**config.mk**
```make
export PLATFORM = sky130hd
export DESIGN_NAME = rph_log2
export DESIGN_NICKNAME = d
export VERILOG_FILES = /design/src/hw/rtl/rph_pkg.sv /design/src/hw/rtl/rph_log2.sv
export SDC_FILE = /design/constraint.sdc
export NUM_CORES = 2
export LEC_CHECK = 0
export ABC_AREA = 1
export ABC_CLOCK_PERIOD_IN_PS = 8400
export BUFFER_PORTS_ARGS = -buffer_cell sky130_fd_sc_hd__clkbuf_2
export CAP_MARGIN = 20
export CORE_ASPECT_RATIO = 1.5
export CORE_MARGIN = 2
export CORE_UTILIZATION = 39
export DETAILED_ROUTE_END_ITERATION = 16
export REMOVE_ABC_BUFFERS = 1
export SLEW_MARGIN = 0
export SYNTH_ARGS = -nofsm -noshare
export SYNTH_HDL_FRONTEND = slang
export SYNTH_SLANG_ARGS = --single-unit
export TNS_END_PERCENT = 100
```
**constraint.sdc**
```tcl
create_clock -name clk -period 8.4 [get_ports clk]
set_input_delay 0.84 -clock clk [delete_from_list [all_inputs] [get_ports clk]]
set_output_delay 0.84 -clock clk [all_outputs]
set_load 0.01 [all_outputs]
```
**src/hw/rtl/rph_pkg.sv**
```systemverilog
`default_nettype none
package rph_pkg;

	localparam int NBINS = 64;
	localparam int BIN_W = $clog2(NBINS);
	localparam int NB_W = 7;
	localparam int MUL_W = 36;
	localparam int PROD_W = 2 * MUL_W;
	localparam int IN_W = 296;
	localparam int OUT_W = 136;

	localparam logic signed [MUL_W-1:0] ONE_Q30 = 36'sd1073741824;
	localparam logic [MUL_W-1:0] C3_LIN = 36'd357913941;
	localparam logic [MUL_W-1:0] C3_LOG = 36'd357913906;
	localparam logic [MUL_W-1:0] C9_Q30 = 36'd95443718;
	localparam logic [MUL_W-1:0] LOG10_2_Q30 = 36'd323228497;

	localparam logic [2:0] CFG_LOG_MODE = 3'd0;
	localparam logic [2:0] CFG_COS_LIMIT = 3'd1;
	localparam logic [2:0] CFG_LIN_SCALE = 3'd2;
	localparam logic [2:0] CFG_LOG_SCALE = 3'd3;
	localparam logic [2:0] CFG_LOG_OFFSET = 3'd4;
	localparam logic [2:0] CFG_NUM_BINS = 3'd5;

	typedef enum logic [4:0] {
		S_IDLE, S_DOT0, S_DOT1, S_DOT2, S_DOT3, S_X2, S_X3, S_T3, S_T9, S_SUM,
		S_SQRT_GO, S_SQRT_WAIT, S_LIN, S_LIN_BIN, S_LOG_GO, S_LOG_WAIT, S_LT,
		S_D, S_LOG_BIN, S_ACC0, S_ACC1, S_ACC2, S_RD0, S_RD1, S_DONE
	} rph_state_t;

	typedef enum logic [1:0] {
		LG_IDLE, LG_NORM, LG_MUL, LG_STEP
	} rph_log_state_t;

	function automatic logic signed [MUL_W-1:0] sx32(input logic [31:0] v);
		return {{(MUL_W-32){v[31]}}, v};
	endfunction

	function automatic logic signed [MUL_W-1:0] zx32(input logic [31:0] v);
		return {{(MUL_W-32){1'b0}}, v};
	endfunction

endpackage
`default_nettype wire

```
**src/hw/rtl/rph_log2.sv**
```systemverilog
`default_nettype none
module rph_log2
	import rph_pkg::*;
(
	input  wire logic        clk,
	input  wire logic        arst_n,
	input  wire logic        start,
	input  wire logic [33:0] value,
	output logic             done,
	output logic [30:0]      result
);

	rph_log_state_t state_q, state_d;
	logic [33:0] norm_q;
	logic [5:0]  shift_q;
	logic [31:0] y_q;
	logic [63:0] prod_q;
	logic [23:0] frac_q;
	logic [4:0]  iter_q;
	logic        done_q;
	logic [32:0] yy;
	logic [6:0]  expo;

	assign yy = prod_q[63:31];

	always_ff @(posedge clk or negedge arst_n) begin
		if (!arst_n) begin
			state_q <= LG_IDLE;
			done_q <= 1'b0;
		end else begin
			state_q <= state_d;
			done_q <= (state_q == LG_STEP) && (iter_q == 5'd23);
		end
	end

	always_comb begin
		state_d = state_q;
		unique case (state_q)
			LG_IDLE: begin
				if (start) state_d = LG_NORM;
			end
			LG_NORM: begin
				if (norm_q[33]) state_d = LG_MUL;
			end
			LG_MUL: state_d = LG_STEP;
			LG_STEP: begin
				state_d = (iter_q == 5'd23) ? LG_IDLE : LG_MUL;
			end
			default: state_d = LG_IDLE;
		endcase
	end

	always_ff @(posedge clk) begin
		unique case (state_q)
			LG_IDLE: begin
				norm_q <= value;
				shift_q <= '0;
				iter_q <= '0;
				frac_q <= '0;
			end
			LG_NORM: begin
				if (!norm_q[33]) begin
					norm_q <= norm_q << 1;
					shift_q <= shift_q + 6'd1;
				end else begin
					y_q <= norm_q[33:2];
				end
			end
			LG_MUL: prod_q <= {32'd0, y_q} * {32'd0, y_q};
			LG_STEP: begin
				if (yy[32]) begin
					y_q <= yy[32:1];
					frac_q <= {frac_q[22:0], 1'b1};
				end else begin
					y_q <= yy[31:0];
					frac_q <= {frac_q[22:0], 1'b0};
				end
				iter_q <= iter_q + 5'd1;
			end
			default: ;
		endcase
	end

	assign expo = 7'd3 - {1'b0, shift_q};
	assign done = done_q;
	assign result = {expo, frac_q};

endmodule
`default_nettype wire

```
==> impl_metrics.json <==
{
  "clkTransAtPathRegs_ps": 70,
  "synth_most_common_cell": "inv_1",
  "fmax_ghz": 0.1328,
  "ctsHoldBuffers": 0,
  "cpMostUsedCell": "fa_1",
  "cts_buffer_depth": 2,
  "die_w_um": 255.4,
  "synth.avg_cell_area_um2": 8.278,
  "wl_per_cell_um": 17.53,
  "multiInputGateArea_um2": 26640,
  "skew_ps": 10.77,
  "post-route-drc-count": 0,
  "grt_pass1_wl_mm": 161.1,
  "syn_inst": 4465,
  "dr_total_vias": 27045,
  "yosysTopAreaCell": "fa_1",
  "post-cts-setup-buffer-count": 0,
  "cts_buffers": 17,
  "fin_nets": 5620,
  "yosys_warnings": 0,
  "area_growth_pct": 6.787,
  "crit_arrival_ps": 7700,
  "synth_ff_type": "edfxtp_1",
  "first_pass_iters": 8,
  "drive_gt1_share_pct": 4.734,
  "cts_resized": 0,
  "synth_top_area_share_pct": 42.89,
  "worst_slew_pin_slew_ps": 1051,
  "ys_types": 38,
  "outcome": "complete, no violations",
  "port_buffers": 68,
  "cp.required_ps": 8570,
  "fillers": 9552,
  "crit_fanout": 16,
  "gp_congestion": 0.9548,
  "hold_viol_final": 0,
  "antenna_cells": 0,
  "dpl.hpwl_mm": 87.50,
  "synthTopCellsByArea": "fa_1, inv_1, nand2_1, edfxtp_1, ha_1",
  "grt_pass1_vias": 30434,
  "crit_type": "flop to flop",
  "r2r_start": "y_q[18]",
  "syn_area_um2": 36960,
  "hp-class": "primary input to asynchronous set/reset pin",
  "track_usage_pct": 21.61,
  "cts-htree-levels": 4,
  "die_h_um": 381.1,
  "rrSetupSlack_ps": 870,
  "ctsRootBufferMaster": "clkbuf_16",
  "rr_endpoint": "prod_q[48]",
  "clock_sinks": 137,
  "io-pin-count": 69,
  "fin_tns_setup_ps": 0,
  "grt_overflow": 0,
  "slew_headroom_pct": 29.96,
  "routed_wl_mm": 101.0,
  "dieArea_um2": 97310,
  "antenna_found_initial": 2,
  "max_cap_violations": 0,
  "async_flop_share_pct": 2.190,
  "grt_max_degree": 38,
  "ys_seq_area_share_pct": 11.09,
  "start_util_pct": 39.28,
  "synth_common_cells": "inv_1, nand2_1, fa_1",
  "setup_viol": 0,
  "seq_area_um2": 4099,
  "synth_edf_count": 134,
  "slowest_stage": "edfxtp_1",
  "start_kind": "flop",
  "postRouteAntennaNets": 0,
  "max_stage_delay_ps": 1040,
  "end_kind": "flop",
  "finalCriticalPeriod_ps": 7531,
  "drv_slew": 0,
  "avgViaCountPerCell": 4.696,
  "synth_seq_cells": 137,
  "clkLatencyLatePin_ps": 450,
  "num_rows": 138,
  "coreArea_um2": 94100,
  "rsz0062_at_grt": "no",
  "crit_chain": "buf_4 > nand2_1 > fa_1 > inv_1 > fa_1 > inv_1 > fa_1 > inv_1 > fa_1 > fa_1 > fa_1 > fa_1 > ha_1 > ha_1 > nand2_1 > inv_1 > nand2_1 > nor2_1 > nand2_1 > nor2_1 > nand2_1 > nand4_1 > nand2_1",
  "reg2reg_depth": 23,
  "drtIter0Drc": 1383,
  "cts_tree": "yes",
  "post-route-period-util_pct": 89.66
}
cell families after synthesis:
group	Yosys count	share of synthesized area (%)
DFF	137	11.09
buffers and inverters	1661	16.91
AOI/OAI and AO/OA	211	3.544
xor gates and xnor gates	56	1.327
adders and majority gates	1097	53.22
and+or+nand+nor	1303	13.91
registers in the layout, summed over array words and instances (netlist names):
register	cells
done	1
norm_q	34
iter_q	5
shift_q	6
state_q	2
frac_q	24
y_q	32
prod_q	33
through the flow:
| stage | hold WS, ps | std cells | setup slack (ps) | instance area, µm² | utilization [%] |
|---|---|---|---|---|---|
| final | 186.6 | 5759 | 869.0 | 39470 | 41.95 |
| after global routing | 170.4 | 5759 | 520.3 | 39470 | 41.95 |
| after CTS | 166.4 | 5759 | 916.1 | 39470 | 41.95 |
| after detailed placement | 521.2 | 5727 | 948.1 | 38910 | 41.35 |
| after global placement | 511.7 | 5726 | 967.2 | 38880 | 41.32 |
| after floorplan | 492.7 | 4343 | 1722 | 36490 | - |
per-layer routing:
metal / up-vias / global-route usage [%] / wire, µm
met2: 585 / 42.79 / 56650
met3: 288 / 1.224 / 2381
li1: 12661 / - / -
met4: 0 / 13.38 / 7540
met1: 13511 / 21.82 / 34400
met5: - / 0 / 0
worst max-delay path: cells and delay by family, from the launching register on:
| kind | cells | cell delay (ps) |
|---|---|---|
| buffers and inverters | 5 | 700 |
| flip-flops | 1 | 1040 |
| adder cells (fa/ha/maj) | 9 | 4270 |
| AND/OR/NAND/NOR | 9 | 1190 |
cell type report:
type / count / area share, %
Clock inverter: 15 / 0.3455
Inverter: 1539 / 14.64
Tap cell: 1260 / 3.994
Sequential cell: 137 / 10.38
Timing Repair Buffer: 124 / 2.073
Clock buffer: 17 / 1.078
Multi-Input combinational cell: 2667 / 67.49
layout by cell type, fill, tap and decap left out, types with 10 or more instances in the layout:
cell type,count
nand3_1,53
inv_1,1529
nand4_1,12
o21ai_0,54
o21bai_1,28
buf_4,52
nand2_1,1080
xnor2_1,18
nor2_2,13
fa_1,792
o221ai_1,31
edfxtp_1,134
xor2_1,38
a21oi_1,77
nor2_1,110
inv_2,10
ha_1,304
clkbuf_2,68
clkbuf_16,17
worst max path at each step:
stage	start	endpoint	slack, ps
after floorplan	y_q[4]	prod_q[58]	1720
after global placement	y_q[18]	prod_q[54]	970
after detailed placement	y_q[18]	prod_q[48]	950
after CTS	y_q[18]	prod_q[48]	920
after global routing	y_q[24]	prod_q[61]	520
final	y_q[18]	prod_q[48]	870
Power is left out: the tool's default activity adds up to more than one toggle a clock period on the data nets, which glitch-free logic cannot reach.
