==> src/hw/rtl/rph_pkg.sv <==
`default_nettype none
package rph_pkg;

	localparam int NBINS = 64;
	localparam int BIN_W = $clog2(NBINS);
	localparam int NB_W = 7;
	localparam int MUL_W = 36;
	localparam int PROD_W = 2 * MUL_W;
	localparam int IN_W = 296;
	localparam int OUT_W = 136;

	localparam logic signed [MUL_W-1:0] ONE_Q30 = 36'sd1073741824;
	localparam logic [MUL_W-1:0] C3_LIN = 36'd357913941;
	localparam logic [MUL_W-1:0] C3_LOG = 36'd357913906;
	localparam logic [MUL_W-1:0] C9_Q30 = 36'd95443718;
	localparam logic [MUL_W-1:0] LOG10_2_Q30 = 36'd323228497;

	localparam logic [2:0] CFG_LOG_MODE = 3'd0;
	localparam logic [2:0] CFG_COS_LIMIT = 3'd1;
	localparam logic [2:0] CFG_LIN_SCALE = 3'd2;
	localparam logic [2:0] CFG_LOG_SCALE = 3'd3;
	localparam logic [2:0] CFG_LOG_OFFSET = 3'd4;
	localparam logic [2:0] CFG_NUM_BINS = 3'd5;

	typedef enum logic [4:0] {
		S_IDLE, S_DOT0, S_DOT1, S_DOT2, S_DOT3, S_X2, S_X3, S_T3, S_T9, S_SUM,
		S_SQRT_GO, S_SQRT_WAIT, S_LIN, S_LIN_BIN, S_LOG_GO, S_LOG_WAIT, S_LT,
		S_D, S_LOG_BIN, S_ACC0, S_ACC1, S_ACC2, S_RD0, S_RD1, S_DONE
	} rph_state_t;

	typedef enum logic [1:0] {
		LG_IDLE, LG_NORM, LG_MUL, LG_STEP
	} rph_log_state_t;

	function automatic logic signed [MUL_W-1:0] sx32(input logic [31:0] v);
		return {{(MUL_W-32){v[31]}}, v};
	endfunction

	function automatic logic signed [MUL_W-1:0] zx32(input logic [31:0] v);
		return {{(MUL_W-32){1'b0}}, v};
	endfunction

endpackage
`default_nettype wire

==> src/hw/rtl/rph_isqrt.sv <==
`default_nettype none
module rph_isqrt
	import rph_pkg::*;
(
	input  wire logic        clk,
	input  wire logic        arst_n,
	input  wire logic        start,
	input  wire logic [63:0] value,
	output logic             done,
	output logic [31:0]      root
);

	logic [63:0] v_q;
	logic [63:0] r_q;
	logic [63:0] bit_q;
	logic        busy_q;
	logic        done_q;
	logic [63:0] trial;

	assign trial = r_q + bit_q;

	always_ff @(posedge clk or negedge arst_n) begin
		if (!arst_n) begin
			busy_q <= 1'b0;
			done_q <= 1'b0;
		end else begin
			done_q <= 1'b0;
			if (start) begin
				busy_q <= 1'b1;
			end else if (busy_q && bit_q[0]) begin
				busy_q <= 1'b0;
				done_q <= 1'b1;
			end
		end
	end

	always_ff @(posedge clk) begin
		if (start) begin
			v_q <= value;
			r_q <= '0;
			bit_q <= 64'd1 << 62;
		end else if (busy_q) begin
			if (v_q >= trial) begin
				v_q <= v_q - trial;
				r_q <= (r_q >> 1) + bit_q;
			end else begin
				r_q <= r_q >> 1;
			end
			bit_q <= bit_q >> 2;
		end
	end

	assign done = done_q;
	assign root = r_q[31:0];

endmodule
`default_nettype wire

==> config.mk <==
export PLATFORM = sky130hd
export DESIGN_NAME = rph_isqrt
export DESIGN_NICKNAME = d
export VERILOG_FILES = /design/src/hw/rtl/rph_pkg.sv /design/src/hw/rtl/rph_isqrt.sv
export SDC_FILE = /design/constraint.sdc
export NUM_CORES = 1
export LEC_CHECK = 0
export ABC_AREA = 1
export BUFFER_PORTS_ARGS = -buffer_cell sky130_fd_sc_hd__buf_2
export CELL_PAD_IN_SITES_DETAIL_PLACEMENT = 1
export CELL_PAD_IN_SITES_GLOBAL_PLACEMENT = 1
export CORE_AREA = 2 2 211 213
export DETAILED_ROUTE_END_ITERATION = 7
export DIE_AREA = 0 0 213 215
export GPL_TIMING_DRIVEN = 0
export PLACE_DENSITY = 0.94
export SYNTH_ARGS = -nofsm -noshare
export SYNTH_HDL_FRONTEND = slang
export SYNTH_SLANG_ARGS = --single-unit
==> constraint.sdc <==
create_clock -name clk -period 7.7 [get_ports clk]
set_input_delay 0.77 -clock clk [delete_from_list [all_inputs] [get_ports clk]]
set_output_delay 0.77 -clock clk [all_outputs]
set_load 0.005 [all_outputs]
==> results of run 1 <==
==> final cells by class <==
class	count	area, um2
Clock buffer	19	464
Sequential cell	162	3890
Fill cell	6499	21500
Timing Repair Buffer	100	523
Clock inverter	13	189
Buffer	119	671
Tap cell	592	741
Multi-Input combinational cell	2808	13800
Inverter	503	1890
==> power by group through the flow <==
stage | clock network [uW] | logic, uW | registers [uW]
after floorplan | 0 | 4000 | 1460
after global placement | 0 | 5420 | 1600
after detailed placement | 0 | 5680 | 1600
after CTS | 989 | 5810 | 1580
after global routing | 1020 | 6520 | 1620
final | 1010 | 5980 | 1610
==> logic make-up (layout without fill, tap and decap cells) <==
kind of cell | count (synthesis) | in the layout | share of synthesized area
adder cells (fa/ha/maj) | 131 | 131 | 0.0815
flip-flops | 162 | 162 | 0.193
AO/OA/AOI/OAI | 481 | 481 | 0.129
XOR/XNOR | 101 | 101 | 0.0438
buffers and inverters | 622 | 754 | 0.127
AND/OR/NAND/NOR | 2095 | 2095 | 0.426
==> worst paths after layout <==
kind / start / to / slack [ns] / cells after the start
min in group clk: bit_q[62] / bit_q[62] / 0.53 / 2
max reg2reg: bit_q[10] / v_q[6] / 1.83 / 23
max in group asynchronous: arst_n / busy_q / 7.52 / 1
min: arst_n / done / 0.07 / 1
max: bit_q[10] / v_q[6] / 1.83 / 23
min reg2reg: bit_q[62] / bit_q[62] / 0.53 / 2
==> layout by cell type, fill, tap and decap left out, types with 7 or more instances in the layout <==
cell and count:
o21ai_1 11, o21bai_1 21, nand4_1 28, ha_1 130, xnor2_1 49, nand3b_1 31
xor2_1 52, a21oi_1 213, nand3_1 301, buf_2 125, nor2_1 441, a31oi_1 12
nand2_1 1207, a21oi_2 11, clkbuf_16 18, a21o_1 15, buf_4 37, edfxtp_1 64
dfxtp_1 96, inv_1 497, o21ai_0 179, nor2_2 7, nor3_1 44, or2_2 15
clkbuf_1 44
==> synthesized netlist by cell type, types with 12 or more instances <==
cell      count  area share
a21oi_1     213       0.053
dfxtp_1      96       0.095
o21ai_0     179       0.044
ha_1        130       0.081
buf_4        37       0.014
buf_2        26      0.0064
nand2_1    1208        0.22
a31oi_1      12      0.0037
nor3_1       44       0.011
a21o_1       15      0.0056
nand3_1     301       0.075
or2_2        15      0.0046
xnor2_1      49       0.021
inv_1       497       0.092
xor2_1       52       0.023
nand4_1      28      0.0087
clkbuf_1     44      0.0082
nor2_1      441       0.082
nand3b_1     31       0.012
edfxtp_1     64       0.095
o21bai_1     21      0.0078
==> routing by layer <==
metal  up-vias  track usage  share of wire
met3       349       0.0498          0.062
met5         -            0              0
met2      1064        0.706           0.47
met1     11874        0.486           0.39
li1      11658            -              -
met4         0        0.295          0.079
==> per-stage QoR <==
step | cells | hold WS (ns)
finish | 4316 | 0.0689
global placement | 4283 | 0.506
CTS | 4316 | 0.0668
detailed placement | 4284 | 0.516
global route | 4316 | 0.0679
floorplan | 3592 | 0.449
==> worst reg2reg max path, cell delays in order (launching register included) <==
cell     delay [ns]
dfxtp_1        0.39
ha_1           0.43
nand2_1        0.13
o21ai_1        0.29
nor2_1         0.09
nand2_1        0.06
o21ai_0        0.17
o21ai_1        0.54
nand2_1        0.15
nand2_1        0.22
nand2_1        0.11
nand2_1        0.10
xor2_1         0.30
ha_1           0.36
a21oi_1        0.23
o21ai_0        0.16
a21oi_1        0.24
nand2_1        0.15
a21oi_4        0.29
nand2_4        0.11
nand2_2        0.14
buf_2          0.31
nand2_4        0.23
buf_16         0.31
==> flip-flops by register name, indices dropped and copies added, names as in the netlist <==
| signal | count |
|---|---|
| r_q | 64 |
| busy_q | 1 |
| done | 1 |
| v_q | 64 |
| bit_q | 32 |
==> results.py, run 1 <==
metrics = {
    "critical_path": {
        "cp_slowest_stage_delay_ns": 0.54,
        "crit_top_cell": "nand2_1",
        "end_kind": "flop",
        "worstSetupPathType": "reg2reg",
        "cp_num_buf_inv": 2,
        "critPathTopFamily": "compound AO/OA/AOI/OAI gates",
        "worst_path_max_delay_cell": "o21ai_1",
        "crit_chain": "ha_1 > nand2_1 > o21ai_1 > nor2_1 > nand2_1 > o21ai_0 > o21ai_1 > nand2_1 > nand2_1 > nand2_1 > nand2_1 > xor2_1 > ha_1 > a21oi_1 > o21ai_0 > a21oi_1 > nand2_1 > a21oi_4 > nand2_4 > nand2_2 > buf_2 > nand2_4 > buf_16",
        "worstPathArrival_ns": 6.06,
        "startpoint_type": "flop",
        "crit_required_ns": 7.88,
        "critPathMaxFanout": 49,
    },
    "clock_network": {
        "cts_root_buf": "clkbuf_16",
        "clock-sinks": 162,
        "h-tree-depth": 4,
        "hold_buffers": 0,
        "cts_resized": 0,
        "cts_tree": "yes",
        "clk_path_buf_depth": 2,
        "cts_buffers": 17,
        "post_cts_buffers": 0,
        "clk_pin_slew_ns": 0.08,
        "clk_latency_ns": 0.49,
    },
    "die": {
        "initial_core_util": 0.463,
        "die_area_um2": 45800,
        "die_width_um": 213,
        "pin_count": 100,
        "coreArea_um2": 43600,
        "fp.dieH_um": 215,
        "rows": 77,
    },
    "logic_synthesis": {
        "synth_warnings": 0,
        "syn_avg_cell_area_um2": 5.62,
        "synthCells": 3592,
        "ys_seq_area_frac": 0.193,
        "ys_ff_latch": 162,
        "synthArstFlopShare": 0.0123,
        "synth_cell_types": 49,
        "synth-edff-count": 64,
        "synth_area_um2": 20200,
        "syn-num-nets": 3790,
        "ys_dominant_reg_cell": "dfxtp_1",
    },
    "sta": {
        "worst_slew_pin_slew_ns": 1.25,
        "post-route-period-util": 0.763,
        "period_minus_slack_ns": 5.87,
        "fmaxAchievable_mhz": 170,
        "tns_ns": 0,
        "finClkSkew_ns": 0.0186,
        "setup_violations": 0,
        "max_slew_margin": 0.169,
        "setup_slack_ns": 1.83,
        "hold_viol": 0,
        "drv_slew": 0,
        "rsz0062_at_grt": "false",
    },
    "layout": {
        "final_nets": 3909,
        "final_util": 0.507,
        "drive_above_1_share": 0.0674,
        "area_delta_synth_final_pct": 9.52,
        "diodes": 0,
        "fin_area_um2": 22100,
    },
    "place": {
        "dp_hpwl_um": 78400,
        "place_ws_ns": 2.06,
        "gp_congestion": 0.998,
        "dpl-instance-area_um2": 21500,
        "io_buffers": 99,
    },
    "route": {
        "wl_um": 95700,
        "drtPass1Iterations": 7,
        "ant_nets": 0,
        "viasPerCell": 5.78,
        "vias": 24945,
        "drtIter0Drc": 2305,
        "post_drt_wl_per_cell_um": 22.2,
        "post-route-drc-count": 0,
    },
    "global_route": {
        "grt_pass1_wl_um": 145000,
        "track_usage": 0.417,
        "grt_pass1_vias": 25746,
        "grt_max_degree": 50,
        "antenna_found_initial": 0,
        "grt_overflow": 0,
    },
    "flow_run": {
        "cap_violations": 0,
    },
    "worst_hold_path": {
        "hold_class": "in2async",
    },
    "power_and_ir_drop": {
        "power_density_nw_per_um2": 388,
        "power_uw": 8600,
        "p_leak_uw": 0.0104,
        "p_seq_frac": 0.187,
        "power.switching_uw": 4800,
        "switching_share": 0.558,
        "ir_worst_vdd_uv": 228,
        "internal_power_uw": 3800,
        "combPwrFrac": 0.696,
        "clockPowerShare": 0.117,
    },
    "status": {
        "status": "finished, final reports clean",
    },
}
(Power assumes the default switching activity.)
==> run 2: changes to the inputs <==
ABC_AREA = 0   (was 1)
CORE_AREA = 2 2 191 193   (was 2 2 211 213)
DIE_AREA = 0 0 193 195   (was 0 0 213 215)
PLACE_DENSITY = 0.85   (was 0.94)
clock period = 4.9 ns   (was 7.7 ns; I/O delays follow)
==> results.py, run 2 <==
metrics = {
    "status": {
        "status": "finished with violations",
        "violations": "setup timing",
    },
    "power_and_ir_drop": {
        "internal_power_uw": 6690,
        "p_leak_uw": 0.00811,
        "power.switching_uw": 6440,
        "combPwrFrac": 0.720,
        "switching_share": 0.490,
        "power_density_nw_per_um2": 652,
        "clockPowerShare": 0.109,
        "ir_worst_vdd_uv": 395,
        "p_seq_frac": 0.171,
    },
    "route": {
        "dr_wl_met2_um": 33500,
        "vias": 17099,
        "drtIter0Drc": 1198,
        "post-route-drc-count": 0,
        "drtPass1Iterations": 6,
        "wl_um": 69700,
        "top_layer": "met5",
        "dr_wl_met3_um": 4730,
        "wl_met1_um": 26400,
        "viasPerCell": 6.53,
        "ant_nets": 0,
        "post_drt_wl_per_cell_um": 26.6,
    },
    "critical_path": {
        "critPathMaxFanout": 9,
        "worstPathArrival_ns": 6.27,
        "ff2ff_path_depth": 22,
        "crit_required_ns": 5.28,
        "r2r_start": "r_q[31]",
        "startpoint_type": "flop",
        "r2r_slack_ns": -0.99,
        "worstSetupPathType": "reg2reg",
        "endpoint": "r_q[59]",
        "startpoint": "r_q[31]",
        "timing.rr.end": "r_q[59]",
        "end_kind": "flop",
    },
    "die": {
        "rows": 69,
        "die_area_um2": 37600,
        "die_width_um": 193,
        "fp.dieH_um": 195,
        "coreArea_um2": 35400,
        "pin_count": 100,
        "initial_core_util": 0.427,
    },
    "logic_synthesis": {
        "yosysTopAreaCell": "dfxtp_1",
        "synth_area_leaders": "dfxtp_1 13%, edfxtp_1 13%, ha_1 11%",
        "ys_seq_area_frac": 0.258,
        "synth_most_common_cell": "nand2_1",
        "synth_top_area_frac": 0.127,
        "synthArstFlopShare": 0.0123,
        "syn_avg_cell_area_um2": 7.93,
        "synthTopCellsByCount": "217 x nand2_1, 203 x nor2_1, 154 x o21ai_0",
        "synth_area_um2": 15100,
        "synth_cell_types": 89,
        "synth_warnings": 0,
        "ys_dominant_reg_cell": "dfxtp_1",
        "synthCells": 1903,
        "ys_ff_latch": 162,
        "synth-edff-count": 64,
        "syn-num-nets": 2101,
    },
    "clock_network": {
        "clock-sinks": 162,
        "cts_buffers": 17,
        "h-tree-depth": 4,
        "clk_path_buf_depth": 2,
        "clk_latency_ns": 0.48,
        "cts_root_buf": "clkbuf_16",
        "cts_tree": "yes",
        "clk_pin_slew_ns": 0.08,
    },
    "global_route": {
        "grt_pass1_wl_um": 99300,
        "grt_overflow": 0,
        "grt_pass1_vias": 17570,
        "antenna_found_initial": 1,
        "grt_max_degree": 17,
        "track_usage": 0.341,
    },
    "layout": {
        "area_delta_synth_final_pct": 33.4,
        "diodes": 0,
        "largestRegisters": "r_q (64), v_q (64), bit_q (32)",
        "multi_input_comb_area_um2": 12300,
        "drive_above_1_share": 0.295,
        "regArea_um2": 3960,
        "fillers": 4112,
        "final_nets": 2341,
        "final_common_cell": "nand2_1",
        "fin_area_um2": 20100,
        "mostFrequentLayoutCells": "193 x nand2_1, 183 x nor2_1, 123 x buf_4",
    },
    "sta": {
        "finClkSkew_ns": 0.0148,
        "drv_slew": 0,
        "hold_viol": 0,
        "worst_slew_pin_slew_ns": 1.33,
        "setup_slack_ns": -0.989,
        "post-route-period-util": 1.20,
        "setup_violations": 156,
        "max_slew_margin": 0.113,
        "rsz0062_at_grt": "true",
        "fmaxAchievable_mhz": 170,
        "period_minus_slack_ns": 5.89,
        "tns_ns": -115.79,
    },
    "worst_hold_path": {
        "hold_class": "in2reg",
        "hold_start": "value[13]",
    },
    "place": {
        "io_buffers": 98,
        "dpl-instance-area_um2": 16400,
        "gp_congestion": 0.968,
        "dp_hpwl_um": 42300,
    },
    "flow_run": {
        "cap_violations": 0,
    },
}
run 2: worst min path at each step:
stage | end | slack (ns) | cells past startpoint
after floorplan | busy_q | 0.19 | 0
after global placement | done | 0.28 | 1
after CTS | v_q[5] | 0.30 | 3
final | v_q[13] | 0.29 | 3
after global routing | v_q[9] | 0.30 | 3
after detailed placement | done | 0.28 | 1
run 2: power groups by stage:
stage | Combinational (uW) | Clock [uW] | Sequential [uW]
3_3_place_gp | 5830 | 0 | 2230
4_1_cts | 8090 | 1410 | 2220
2_1_floorplan | 4410 | 0 | 2120
6_report | 9450 | 1430 | 2240
5_1_grt | 9960 | 1490 | 2270
3_5_place_dp | 6050 | 0 | 2240
run 2: repair_timing:
action	CTS	global route
resized for setup	309	167
cloned	11	1
buffers inserted	84	37
setup endpoints to repair	164	158
hold endpoints to repair	2	0
hold buffers	1	0
pin swaps	105	74
run 2: area by class of cell:
cell class,count,share of cell area
clock buffer,18,0.0224
multi-input combinational,1579,0.612
tap,461,0.0286
sequential,162,0.197
clock inverter,14,0.00627
buffer,125,0.0386
timing repair buffer,225,0.0889
inverter,33,0.00615
run 2: metrics by stage:
stage	hold slack (ns)	utilization	power, uW	std cells	worst slack [ns]
after floorplan	0.194	-	6530	1903	-0.0845
after global placement	0.276	0.462	8050	2462	-2.10
after detailed placement	0.278	0.462	8290	2462	-2.18
after CTS	0.295	0.541	11700	2584	-0.782
after global routing	0.299	0.569	13700	2617	-1.15
final	0.288	0.569	13100	2617	-0.989
run 2: logic make-up (layout without fill, tap and decap cells):
group	after synthesis	count (layout)	synth area share
buffers and inverters	165	415	0.0521
muxes	42	42	0.0282
xor gates and xnor gates	152	152	0.0882
and+or+nand+nor	628	631	0.190
AOI/OAI and AO/OA	623	623	0.274
adders and majority gates	131	131	0.109
DFF	162	162	0.258
run 2: routing by layer:
layer | track usage | vias to the layer above
met5 | 0 | -
met4 | 0.203 | 2
met3 | 0.0652 | 362
met2 | 0.577 | 906
met1 | 0.396 | 8331
li1 | - | 7498
run 2: worst max-delay path, cell delays in order, from the launching register on:
cell and delay [ns]:
dfxtp_1 0.50, clkbuf_1 0.42, nand4_1 0.35, nor4_1 0.52, a21oi_4 0.17, o31ai_4 0.24
buf_4 0.16, a21o_1 0.19, a21oi_4 0.09, o21bai_1 0.22, xnor2_1 0.15, ha_2 0.39
nand4_1 0.12, buf_6 0.15, nor3_4 0.25, nand4_1 0.19, buf_4 0.19, buf_6 0.12
o41a_1 0.34, buf_6 0.17, buf_12 0.15, or3_4 0.37, a311oi_4 0.34
